<file path="src/hw/rtl/deadline_sorted_event_queue_unit_defines.svh">
// Assertion macros shared by the event queue RTL.
// Depends on nothing; included by files that carry concurrent checks.
`ifndef DEADLINE_SORTED_EVENT_QUEUE_UNIT_DEFINES_SVH
`define DEADLINE_SORTED_EVENT_QUEUE_UNIT_DEFINES_SVH

// Same-cycle implication, checked outside reset
`define DSEQ_ASSERT_SAME(label, clk, rst, ante, cons, msg) \
   label: assert property (@(posedge clk) disable iff (rst) (ante) |-> (cons)) \
      else $error(msg);

// Next-cycle implication, checked outside reset
`define DSEQ_ASSERT_NEXT(label, clk, rst, ante, cons, msg) \
   label: assert property (@(posedge clk) disable iff (rst) (ante) |=> (cons)) \
      else $error(msg);

`endif

</file>
<file path="src/hw/rtl/dseq_pkg.sv">
// Shared types, codes and defaults for the deadline sorted event queue.
// Used by dseq_cell and deadline_sorted_event_queue_unit; no dependencies.
package dseq_pkg;

   // default sizes
   localparam int DEPTH_DEFAULT     = 16;
   localparam int TIME_BITS_DEFAULT = 32;
   localparam int JOB_BITS_DEFAULT  = 16;

   // fixed field widths on the ports
   localparam int OPCODE_W = 2;
   localparam int JOB_W    = 16;
   localparam int WHEN_W   = 32;
   localparam int STATUS_W = 2;
   localparam int COUNT_W  = 5;

   typedef enum logic [OPCODE_W-1:0] {
      OP_INSERT_ABS = 2'd0,
      OP_INSERT_REL = 2'd1,
      OP_TICK       = 2'd2,
      OP_POP        = 2'd3
   } opcode_type;

   typedef enum logic [STATUS_W-1:0] {
      ST_DONE = 2'd0,
      ST_FULL = 2'd1,
      ST_NONE = 2'd2
   } status_type;

   // per-cycle command broadcast to every cell
   typedef struct packed {
      logic insert_en;
      logic pop_en;
   } cell_ctrl_type;

endpackage

</file>
<file path="src/hw/rtl/deadline_sorted_event_queue_unit.sv">
// Deadline sorted event queue: keeps up to DEPTH events (job id, due time in ms) sorted by
// due time in a row of cells, earliest at the head, equal times in arrival order, plus a
// millisecond clock. Opcodes insert at an absolute time, insert relative to the clock, tick
// the clock, or pop the head once the clock is strictly past its due time (wrapping signed
// compare). One item is taken per cycle and each item yields one result in the next cycle:
// every cell compares the new due time in parallel and the insert position resolves along
// the cell chain within that cycle. The result register frees itself as it is taken, so the
// block keeps accepting while a result is waiting, unless the result side stalls.
// Depends on dseq_pkg, dseq_cell and deadline_sorted_event_queue_unit_defines.svh.
`include "deadline_sorted_event_queue_unit_defines.svh"

module deadline_sorted_event_queue_unit
   import dseq_pkg::*;
#(
   parameter int DEPTH     = DEPTH_DEFAULT,
   parameter int TIME_BITS = TIME_BITS_DEFAULT,
   parameter int JOB_BITS  = JOB_BITS_DEFAULT
) (
   input  logic        clock,
   input  logic        reset,
   input  logic        req_tvalid,
   output logic        req_tready,
   input  logic [47:0] req_tdata,   // job_id[15:0], when_ms[47:16]
   input  logic [1:0]  req_tuser,   // opcode[1:0]
   output logic        rsp_tvalid,
   input  logic        rsp_tready,
   output logic [23:0] rsp_tdata,   // popped_job[15:0], entry_count[20:16], zero[23:21]
   output logic [2:0]  rsp_tuser    // status[1:0], popped_valid[2]
);

   localparam int CNT_BITS = $clog2(DEPTH + 1);

   // input fields
   opcode_type            opcode;
   logic [JOB_W-1:0]      job_id;
   logic [WHEN_W-1:0]     when_ms;
   logic [63:0]           when_wide;
   logic [31:0]           job_wide;
   logic [TIME_BITS-1:0]  when_t;
   logic [JOB_BITS-1:0]   job_t;

   // cell row
   cell_ctrl_type         ctrl;
   logic [TIME_BITS-1:0]  new_due;
   logic [DEPTH-1:0]      valid_vec;
   logic [TIME_BITS-1:0]  due_vec [DEPTH];
   logic [JOB_BITS-1:0]   job_vec [DEPTH];
   logic [DEPTH:0]        prior_chain;

   // control
   logic                  req_fire;
   logic                  full;
   logic                  can_pop;
   logic [TIME_BITS-1:0]  head_diff;
   logic [31:0]           head_job_wide;
   status_type            status;
   logic                  pop_ok;
   logic [CNT_BITS-1:0]   count_ff, count_in;
   logic [TIME_BITS-1:0]  now_ff, now_in;
   logic [31:0]           count_wide;

   // result register
   logic                  rsp_valid_ff;
   status_type            rsp_status_ff;
   logic [JOB_W-1:0]      rsp_job_ff;
   logic                  rsp_pvalid_ff;
   logic [COUNT_W-1:0]    rsp_count_ff;

   assign opcode    = opcode_type'(req_tuser);
   assign job_id    = req_tdata[15:0];
   assign when_ms   = req_tdata[47:16];
   assign when_wide = {32'd0, when_ms};
   assign job_wide  = {16'd0, job_id};
   assign when_t    = when_wide[TIME_BITS-1:0];
   assign job_t     = job_wide[JOB_BITS-1:0];

   assign req_tready = !rsp_valid_ff || rsp_tready;
   assign req_fire   = req_tvalid && req_tready;

   // head check and fill state
   assign full      = valid_vec[DEPTH-1];
   assign head_diff = due_vec[0] - now_ff;
   assign can_pop   = valid_vec[0] && head_diff[TIME_BITS-1];

   // decode the item into a cell command and a status
   always_comb begin
      ctrl.insert_en = 1'b0;
      ctrl.pop_en    = 1'b0;
      new_due        = when_t;
      status         = ST_DONE;
      pop_ok         = 1'b0;
      now_in         = now_ff;
      count_in       = count_ff;
      case (opcode)
         OP_INSERT_ABS, OP_INSERT_REL: begin
            if (opcode == OP_INSERT_REL) begin
               new_due = now_ff + when_t;
            end
            if (full) begin
               status = ST_FULL;
            end else begin
               ctrl.insert_en = req_fire;
               if (req_fire) begin
                  count_in = count_ff + 1'b1;
               end
            end
         end
         OP_TICK: begin
            if (req_fire) begin
               now_in = now_ff + 1'b1;
            end
         end
         OP_POP: begin
            if (can_pop) begin
               pop_ok       = 1'b1;
               ctrl.pop_en  = req_fire;
               if (req_fire) begin
                  count_in = count_ff - 1'b1;
               end
            end else begin
               status = ST_NONE;
            end
         end
         default: begin
            status = ST_NONE;
         end
      endcase
   end

   // row of slot cells, head at index 0
   assign prior_chain[0] = 1'b0;

   for (genvar i = 0; i < DEPTH; i++) begin : g_cell
      logic                 left_valid;
      logic [TIME_BITS-1:0] left_due;
      logic [JOB_BITS-1:0]  left_job;
      logic                 right_valid;
      logic [TIME_BITS-1:0] right_due;
      logic [JOB_BITS-1:0]  right_job;

      if (i == 0) begin : g_head
         assign left_valid = 1'b1;
         assign left_due   = new_due;
         assign left_job   = job_t;
      end else begin : g_mid
         assign left_valid = valid_vec[i-1];
         assign left_due   = due_vec[i-1];
         assign left_job   = job_vec[i-1];
      end

      if (i == DEPTH - 1) begin : g_tail
         assign right_valid = 1'b0;
         assign right_due   = due_vec[i];
         assign right_job   = job_vec[i];
      end else begin : g_body
         assign right_valid = valid_vec[i+1];
         assign right_due   = due_vec[i+1];
         assign right_job   = job_vec[i+1];
      end

      dseq_cell #(
         .TIME_BITS (TIME_BITS),
         .JOB_BITS  (JOB_BITS)
      ) u_cell (
         .clock       (clock),
         .reset       (reset),
         .ctrl        (ctrl),
         .new_due     (new_due),
         .new_job     (job_t),
         .left_valid  (left_valid),
         .left_due    (left_due),
         .left_job    (left_job),
         .prior_in    (prior_chain[i]),
         .right_valid (right_valid),
         .right_due   (right_due),
         .right_job   (right_job),
         .prior_out   (prior_chain[i+1]),
         .valid       (valid_vec[i]),
         .due         (due_vec[i]),
         .job         (job_vec[i])
      );
   end

   // clock and fill count
   always_ff @(posedge clock) begin
      if (reset) begin
         now_ff   <= '0;
         count_ff <= '0;
      end else begin
         now_ff   <= now_in;
         count_ff <= count_in;
      end
   end

   assign head_job_wide = 32'(job_vec[0]);
   assign count_wide    = 32'(count_in);

   // result register control
   always_ff @(posedge clock) begin
      if (reset) begin
         rsp_valid_ff <= 1'b0;
      end else if (req_fire) begin
         rsp_valid_ff <= 1'b1;
      end else if (rsp_tready) begin
         rsp_valid_ff <= 1'b0;
      end
   end

   // result payload
   always_ff @(posedge clock) begin
      if (req_fire) begin
         rsp_status_ff <= status;
         rsp_pvalid_ff <= pop_ok;
         rsp_job_ff    <= pop_ok ? head_job_wide[JOB_W-1:0] : '0;
         rsp_count_ff  <= count_wide[COUNT_W-1:0];
      end
   end

   assign rsp_tvalid = rsp_valid_ff;
   assign rsp_tdata  = {3'd0, rsp_count_ff, rsp_job_ff};
   assign rsp_tuser  = {rsp_pvalid_ff, rsp_status_ff};

   // checks
   `DSEQ_ASSERT_SAME(a_count_matches_cells, clock, reset, 1'b1,
      $countones(valid_vec) == int'(count_ff), "fill count differs from valid cells")
   `DSEQ_ASSERT_NEXT(a_pop_shrinks, clock, reset, req_fire && ctrl.pop_en,
      count_ff == $past(count_ff) - 1'b1, "successful pop did not remove one event")
   `DSEQ_ASSERT_NEXT(a_full_drop_keeps, clock, reset,
      req_fire && full && (opcode == OP_INSERT_ABS || opcode == OP_INSERT_REL),
      count_ff == $past(count_ff) && valid_vec == $past(valid_vec),
      "dropped insert changed the queue")
   `DSEQ_ASSERT_SAME(a_pop_status, clock, reset, rsp_valid_ff && rsp_pvalid_ff,
      rsp_status_ff == ST_DONE, "popped result without done status")

endmodule

</file>
<file path="src/hw/rtl/dseq_cell.sv">
// One slot of the sorted event chain: holds a due time and a job id.
// Depends on dseq_pkg; instantiated in a row by the queue top level.
module dseq_cell
   import dseq_pkg::*;
#(
   parameter int TIME_BITS = TIME_BITS_DEFAULT,
   parameter int JOB_BITS  = JOB_BITS_DEFAULT
) (
   input  logic                 clock,
   input  logic                 reset,
   input  cell_ctrl_type        ctrl,
   input  logic [TIME_BITS-1:0] new_due,
   input  logic [JOB_BITS-1:0]  new_job,
   // neighbor toward the head
   input  logic                 left_valid,
   input  logic [TIME_BITS-1:0] left_due,
   input  logic [JOB_BITS-1:0]  left_job,
   input  logic                 prior_in,
   // neighbor toward the tail
   input  logic                 right_valid,
   input  logic [TIME_BITS-1:0] right_due,
   input  logic [JOB_BITS-1:0]  right_job,
   output logic                 prior_out,
   output logic                 valid,
   output logic [TIME_BITS-1:0] due,
   output logic [JOB_BITS-1:0]  job
);

   logic                 valid_ff, valid_in;
   logic [TIME_BITS-1:0] due_ff, due_in;
   logic [JOB_BITS-1:0]  job_ff, job_in;
   logic [TIME_BITS-1:0] diff;
   logic                 ins_here;

   // new event goes strictly before this slot (wrapping compare)
   assign diff      = new_due - due_ff;
   assign ins_here  = valid_ff && diff[TIME_BITS-1];
   assign prior_out = prior_in || ins_here;

   // slot update: shift toward tail, take the new event, or shift toward head
   always_comb begin
      valid_in = valid_ff;
      due_in   = due_ff;
      job_in   = job_ff;
      if (ctrl.insert_en) begin
         if (prior_in) begin
            valid_in = left_valid;
            due_in   = left_due;
            job_in   = left_job;
         end else if (ins_here || (!valid_ff && left_valid)) begin
            valid_in = 1'b1;
            due_in   = new_due;
            job_in   = new_job;
         end
      end else if (ctrl.pop_en) begin
         valid_in = right_valid;
         due_in   = right_due;
         job_in   = right_job;
      end
   end

   always_ff @(posedge clock) begin
      if (reset) begin
         valid_ff <= 1'b0;
      end else begin
         valid_ff <= valid_in;
      end
   end

   // payload needs no reset, gated by valid everywhere
   always_ff @(posedge clock) begin
      due_ff <= due_in;
      job_ff <= job_in;
   end

   assign valid = valid_ff;
   assign due   = due_ff;
   assign job   = job_ff;

endmodule
</file>
<file path="config.mk">
export PLATFORM = sky130hd
export DESIGN_NAME = deadline_sorted_event_queue_unit
export DESIGN_NICKNAME = d
export VERILOG_FILES = /design/src/hw/rtl/dseq_pkg.sv /design/src/hw/rtl/deadline_sorted_event_queue_unit.sv /design/src/hw/rtl/dseq_cell.sv
export VERILOG_INCLUDE_DIRS = /design/src /design/src/hw/rtl
export SDC_FILE = /design/constraint.sdc
export NUM_CORES = 2
export LEC_CHECK = 0
export BUFFER_PORTS_ARGS = -buffer_cell sky130_fd_sc_hd__buf_2
export CAP_MARGIN = 5
export CORE_UTILIZATION = 45
export CTS_CLUSTER_DIAMETER = 60
export DETAILED_ROUTE_END_ITERATION = 16
export HOLD_SLACK_MARGIN = 0.1
export PLACE_DENSITY = 0.59
export SLEW_MARGIN = 20
export SYNTH_ARGS = -nofsm -noshare
export SYNTH_HDL_FRONTEND = slang
export SYNTH_SLANG_ARGS = --single-unit
</file>
<file path="constraint.sdc">
create_clock -name clock -period 14.25 [get_ports clock]
set_clock_uncertainty 0.15 [all_clocks]
set_input_delay 2.1375 -clock clock [delete_from_list [all_inputs] [get_ports clock]]
set_output_delay 2.1375 -clock clock [all_outputs]
set_load 0.02 [all_outputs]
</file>
After elaboration in Yosys (flattened, before gate mapping):

Cells that the tools add are included.

* bits in registers: 846
* input bits: 54
* output and inout port bits: 29
* word-level logic and storage cells: 402

* add/subtract/negate cells: 21
* equality and inequality tests: 19
* mux-type cells: 203
* reduce and logical (&&, ||, !) cells: 104

Operator list (number)
* 32-bit 2-to-1 mux: 63
* 16-bit 2-to-1 mux: 61
* 32-bit subtractor: 17
* 1-bit 2-to-1 mux: 72
* 3-bit by 1-bit != test with 1-bit output, second input constant: 15
* 2-bit AND reduction: 18
* 1-bit logical AND: 33
* 32-bit by 1-bit adder with 32-bit output, second input constant: 1
* 32-bit adder: 1
* 1-bit logical OR: 31
* 5-bit 2-to-1 mux: 4
* 1-bit logical NOT: 17
* 5-bit one-hot mux with 2 select lines: 1
* 2-bit nonzero test: 3
* 5-bit by 1-bit adder with 5-bit output, second input constant: 1
* 5-bit by 1-bit subtractor with 5-bit output, second input constant: 1
* 2-bit == test, second input constant: 2
* 2-bit one-hot mux with 2 select lines: 1
* 2-bit by 1-bit == test with 1-bit output, second input constant: 1
* 2-bit logical NOT: 1
* 2-bit 2-to-1 mux: 1
* 2-bit by 1-bit != test with 1-bit output, second input constant: 1
* 2-bit OR reduction: 1

Logic depth before layout (Yosys ltp):

* word-level depth: 21
* mapped depth: 30
* mapped depth without buffers: 26

Cells and area by module:

A second synthesis with hierarchy kept.

* cells, all modules: 6106
* area, all modules: 58292.2 um^2

By module, submodules not included
* dseq_cell (g_cell[0].u_cell ...): instances 15, cells an instance 341, area each 3303.2 um^2, seq. area each 1461.4 um^2
* deadline_sorted_event_queue_unit: instances 1, cells an instance 650, area each 5429.0 um^2, seq. area each 1481.4 um^2
* dseq_cell (g_cell[9].u_cell): instances 1, cells an instance 341, area each 3315.7 um^2, seq. area each 1461.4 um^2

Least setup slack after synthesis:

Ideal clock, no wire load.

* kind: in2reg
* from: input req_tdata[16]
* to: register g_cell[14].u_cell.due_ff[0], enable pin
* library setup time: 0.482 ns
* data arrival time: 10.749 ns
* required time: 13.618 ns
* path slack: 2.869 ns
* cell stages on the path: 28
* buffers on the path: 3
* path through: ha_1 > inv_1 > fa_1 > nor2b_1 > o31a_1 > o221a_2 > or4_1 > nand3_1 > nand2_1 > a21boi_0 > xor2_1 > o21ai_0 > clkbuf_1 > ha_1 > a21oi_1 > o21ai_0 > a2111oi_0 > or4b_2 > a31oi_1 > xnor2_1 > nand2_1 > o21a_1 > o2111a_1 > nand4_2 > clkbuf_1 > nor2_1 > clkbuf_1 > a31oi_1

* longest elaborated chain between the ends: 20
* elaborated cells between the ends (all ways): 49
* classes of those cells: add/sub (16); eq/ne (1); mux (2); reduce/logical (30)

Ends and longest elaborated chain
* start, declared: line deadline_sorted_event_queue_unit.sv:23 `input logic [47:0] req_tdata,`
* 32-bit adder: line deadline_sorted_event_queue_unit.sv:97 `new_due = now_ff + when_t;`
* 32-bit 2-to-1 mux: line deadline_sorted_event_queue_unit.sv:96 `if (opcode == OP_INSERT_REL) begin`
* 32-bit 2-to-1 mux *: line deadline_sorted_event_queue_unit.sv:94 `case (opcode)`
* 32-bit subtractor: line dseq_cell.sv:36 `assign diff = new_due - due_ff;`
* 1-bit logical AND: line dseq_cell.sv:37 `assign ins_here = valid_ff && diff[TIME_BITS-1];`
* 1-bit logical OR (13 in a row): line dseq_cell.sv:38 `assign prior_out = prior_in || ins_here;`
* 3-bit by 1-bit != test with 1-bit output (no source line) *
* 2-bit AND reduction (no source line) *
* end signal, assigned: line dseq_cell.sv:72 `due_ff <= due_in;`
* end, declared: line dseq_cell.sv:30 `logic [TIME_BITS-1:0] due_ff, due_in;`

Mark *: on every way between the ends. The rest lies on a longest branch, timed or not.
A chain may end at the register's enable or synchronous reset.

Worst setup path after layout:

* from: input req_tdata[16]
* to: register g_cell[13].u_cell.due_ff[10], enable pin

* longest elaborated chain between the ends: 19
* elaborated cells between the ends (all ways): 46
* classes of those cells: add/sub (15); eq/ne (1); mux (2); reduce/logical (28)

Ends and longest elaborated chain (line)
* 32-bit adder: deadline_sorted_event_queue_unit.sv:97
* 32-bit 2-to-1 mux: deadline_sorted_event_queue_unit.sv:96
* 32-bit 2-to-1 mux *: deadline_sorted_event_queue_unit.sv:94
* 32-bit subtractor: dseq_cell.sv:36
* 1-bit logical AND: dseq_cell.sv:37
* 1-bit logical OR (12 in a row): dseq_cell.sv:38
* 3-bit by 1-bit != test with 1-bit output (no source line) *
* 2-bit AND reduction (no source line) *
* end signal, assigned: dseq_cell.sv:72
* end, declared: dseq_cell.sv:30

Marks and branches as above.

==> out/metrics.yaml <==
antenna_found_initial: 0
dr_total_vias: 45962
drv_cap: 0
cts-root-buf: "clkbuf_16"
cts_tree: "yes"
layout_commonest_cell: "nand2_1"
hold_path_class: "flop to flop"
synth-async-reset-ratio_pct: 0
seqCellArea_um2: 24860
final.period_utilization_pct: 78.20
fin_setup_tns_ns: 0
grt-ovfl-total: 0
wl_per_cell_um: 25.56
grt_use_total_pct: 29.79
min_from: "rsp_tvalid"
ir_drop_mv: 0.1040
io_buffers: 79
cts.sinks: 846
wl_um: 192400
max-slew-margin-rel_pct: 18.86
cp.arrival_ns: 11.43
synth_warnings: 0
cts_resized: 0
htree_levels: 3
failed_checks: "DRC"
post_cts_buffers: 0
final_layout_size_suffix_gt1_share_pct: 7.417
clk_pin_slew_ns: 0.06
first_global_vias: 43011
stdcell_count: 7529
most-common-layout-cells: "839 x nand2_1, 792 x edfxtp_1, 682 x o21ai_0"
required_ns: 14.53
area_growth_pct: 9.571
diodes: 0
grt_max_degree: 248
grt_pass1_wl_um: 284400
nets: 6372
synth_edf_count: 792
routabilityCongestion: 0.9347
die_area_um2: 126900
cts_hold_buf: 0
dp.cells: 7334
cp_slowest_stage_delay_ns: 0.63
p_leak_nw: 26.89
fp.dieH_um: 356.3
endpoint_kind: "flop"
first_iter_violations: 6495
ant_nets: 0
crit_path_start_kind: "input pin"
final-hold-violation-count: 0
via_per_inst: 6.105
max_freq_ghz: 0.08974
crit_top_cell: "buf_4"
crit_type: "input pin to flop"
r2r_start: "now_ff[0]"
rsz0062_at_grt: "no"
synth-main-ff-cell: "edfxtp_1"
synth_cell_type_count: 85
crit_slowest_cell: "o41ai_1"
outcome: "finished, violations left"
setup_viol: 0
period_needed_ns: 11.14
ys_ff_latch: 846
seq_area_frac_synth_pct: 44.03
dp_hpwl_um: 132800
clock_latency_ns: 0.74
start_util_pct: 45.50
drcViolationCount: 8
worst-path-max-fanout: 90
startpoint: "req_tdata[16]"
syn_area_um2: 56480
fillers: 11389
first_pass_iters: 14
syn_avg_cell_area_um2: 9.582
core_um2: 124100
rows: 129
clockBufferDepth: 3
worst_pin_slew_ns: 1.206
drv_slew: 0
synthCells: 5894
p_per_area_nw_per_um2: 120.0
numCtsBuffers: 104
die_w_um: 356.3
multi_input_area_um2: 28530
power.total_mw: 7.423
ios: 83
-- per-stage QoR --
step	instance area (um2)	hold WS, ns	worst slack (ns)	util [%]
2_1_floorplan	56480	0.3199	2.869	-
3_3_place_gp	58570	0.3537	2.410	47.19
3_5_place_dp	58570	0.3614	2.421	47.19
4_1_cts	61880	0.3782	3.183	49.85
5_1_grt	61880	0.4028	2.872	49.86
6_report	61880	0.3780	3.107	49.86
-- routing by layer --
layer / GRT usage, % / share of wire, %
met1: 46.58 / 47
met2: 40.63 / 40
met3: 5.724 / 11
met4: 9.365 / 3.0
met5: 0 / 0
-- logic make-up after synthesis --
logic type / after synthesis / synth area share, %
buf+inv: 902 / 6.237
compound gates: 1532 / 16.37
fa+ha+maj: 515 / 11.42
flops: 846 / 44.03
xor+xnor: 78 / 1.210
other cells: 1 / 0.006640
simple gates: 1538 / 12.02
mux: 482 / 8.702
-- where the power goes --
part | switching, mW | internal [mW]
clock | 1.15 | 1.47
combinational | 1.12 | 0.587
sequential | 0.146 | 2.96
-- Yosys cell counts (7+ instances only) --
master	n	area share, %
a2111oi_0	18	0.28
a211oi_1	35	0.47
a21boi_0	10	0.13
a21o_1	162	2.2
a21oi_1	237	2.1
a221oi_1	8	0.12
a31o_2	8	0.12
a31oi_1	55	0.61
and2_1	49	0.54
and3_1	25	0.28
and4_1	11	0.17
buf_1	10	0.066
buf_2	58	0.51
buf_4	13	0.17
clkbuf_1	292	1.9
dfxtp_1	54	1.9
edfxtp_1	792	42
ha_1	514	11
inv_1	526	3.5
mux2_1	20	0.40
mux2_2	32	0.64
mux2i_1	428	7.6
nand2_1	841	5.6
nand2b_1	14	0.16
nand3_1	193	1.7
nand4_1	85	0.94
nor2_1	193	1.3
nor2b_1	19	0.21
nor3_1	64	0.57
nor4_1	12	0.13
o2111ai_1	12	0.19
o211ai_1	117	1.6
o21a_1	25	0.33
o21ai_0	691	6.1
o21ai_1	17	0.15
o311ai_0	31	0.48
o31a_1	7	0.11
o31ai_1	42	0.56
or3_1	8	0.089
or4_1	7	0.093
xnor2_1	60	0.93
xor2_1	18	0.28
-- path summary, 6_finish.rpt --
path | cells past startpoint | slack, ns | to
worst max-delay path | 30 | 3.11 | g_cell[13].u_cell.due[10]
worst min-delay path | 2 | 0.38 | rsp_tvalid
worst max register to register | 29 | 4.14 | g_cell[13].u_cell.due[10]
worst min register to register | 2 | 0.38 | rsp_tvalid
-- critical path, delay by kind of cell --
kind / cells / cell delay (ns)
AO/OA/AOI/OAI: 13 / 4.44
AND/OR/NAND/NOR: 7 / 1.78
adder cells (fa/ha/maj): 3 / 0.78
buffers and inverters: 7 / 2.15
-- registers in the layout, summed over array words and instances (netlist names) --
register             flops
count_ff                 5
g_cell.u_cell.due      512
g_cell.u_cell.job      256
g_cell.u_cell.valid     16
now_ff                  32
rsp_count_ff             5
rsp_job_ff              16
rsp_pvalid_ff            1
rsp_status_ff            2
rsp_tvalid               1
-- layout make-up --
class	instances	area share (%)
Clock buffer	134	4.503
Clock inverter	61	0.8432
Inverter	527	3.201
Multi-Input combinational cell	4148	46.11
Sequential cell	846	40.18
Tap cell	1637	3.310
Timing Repair Buffer	176	1.856
No activity file was read; power rests on OpenSTA's default activity.
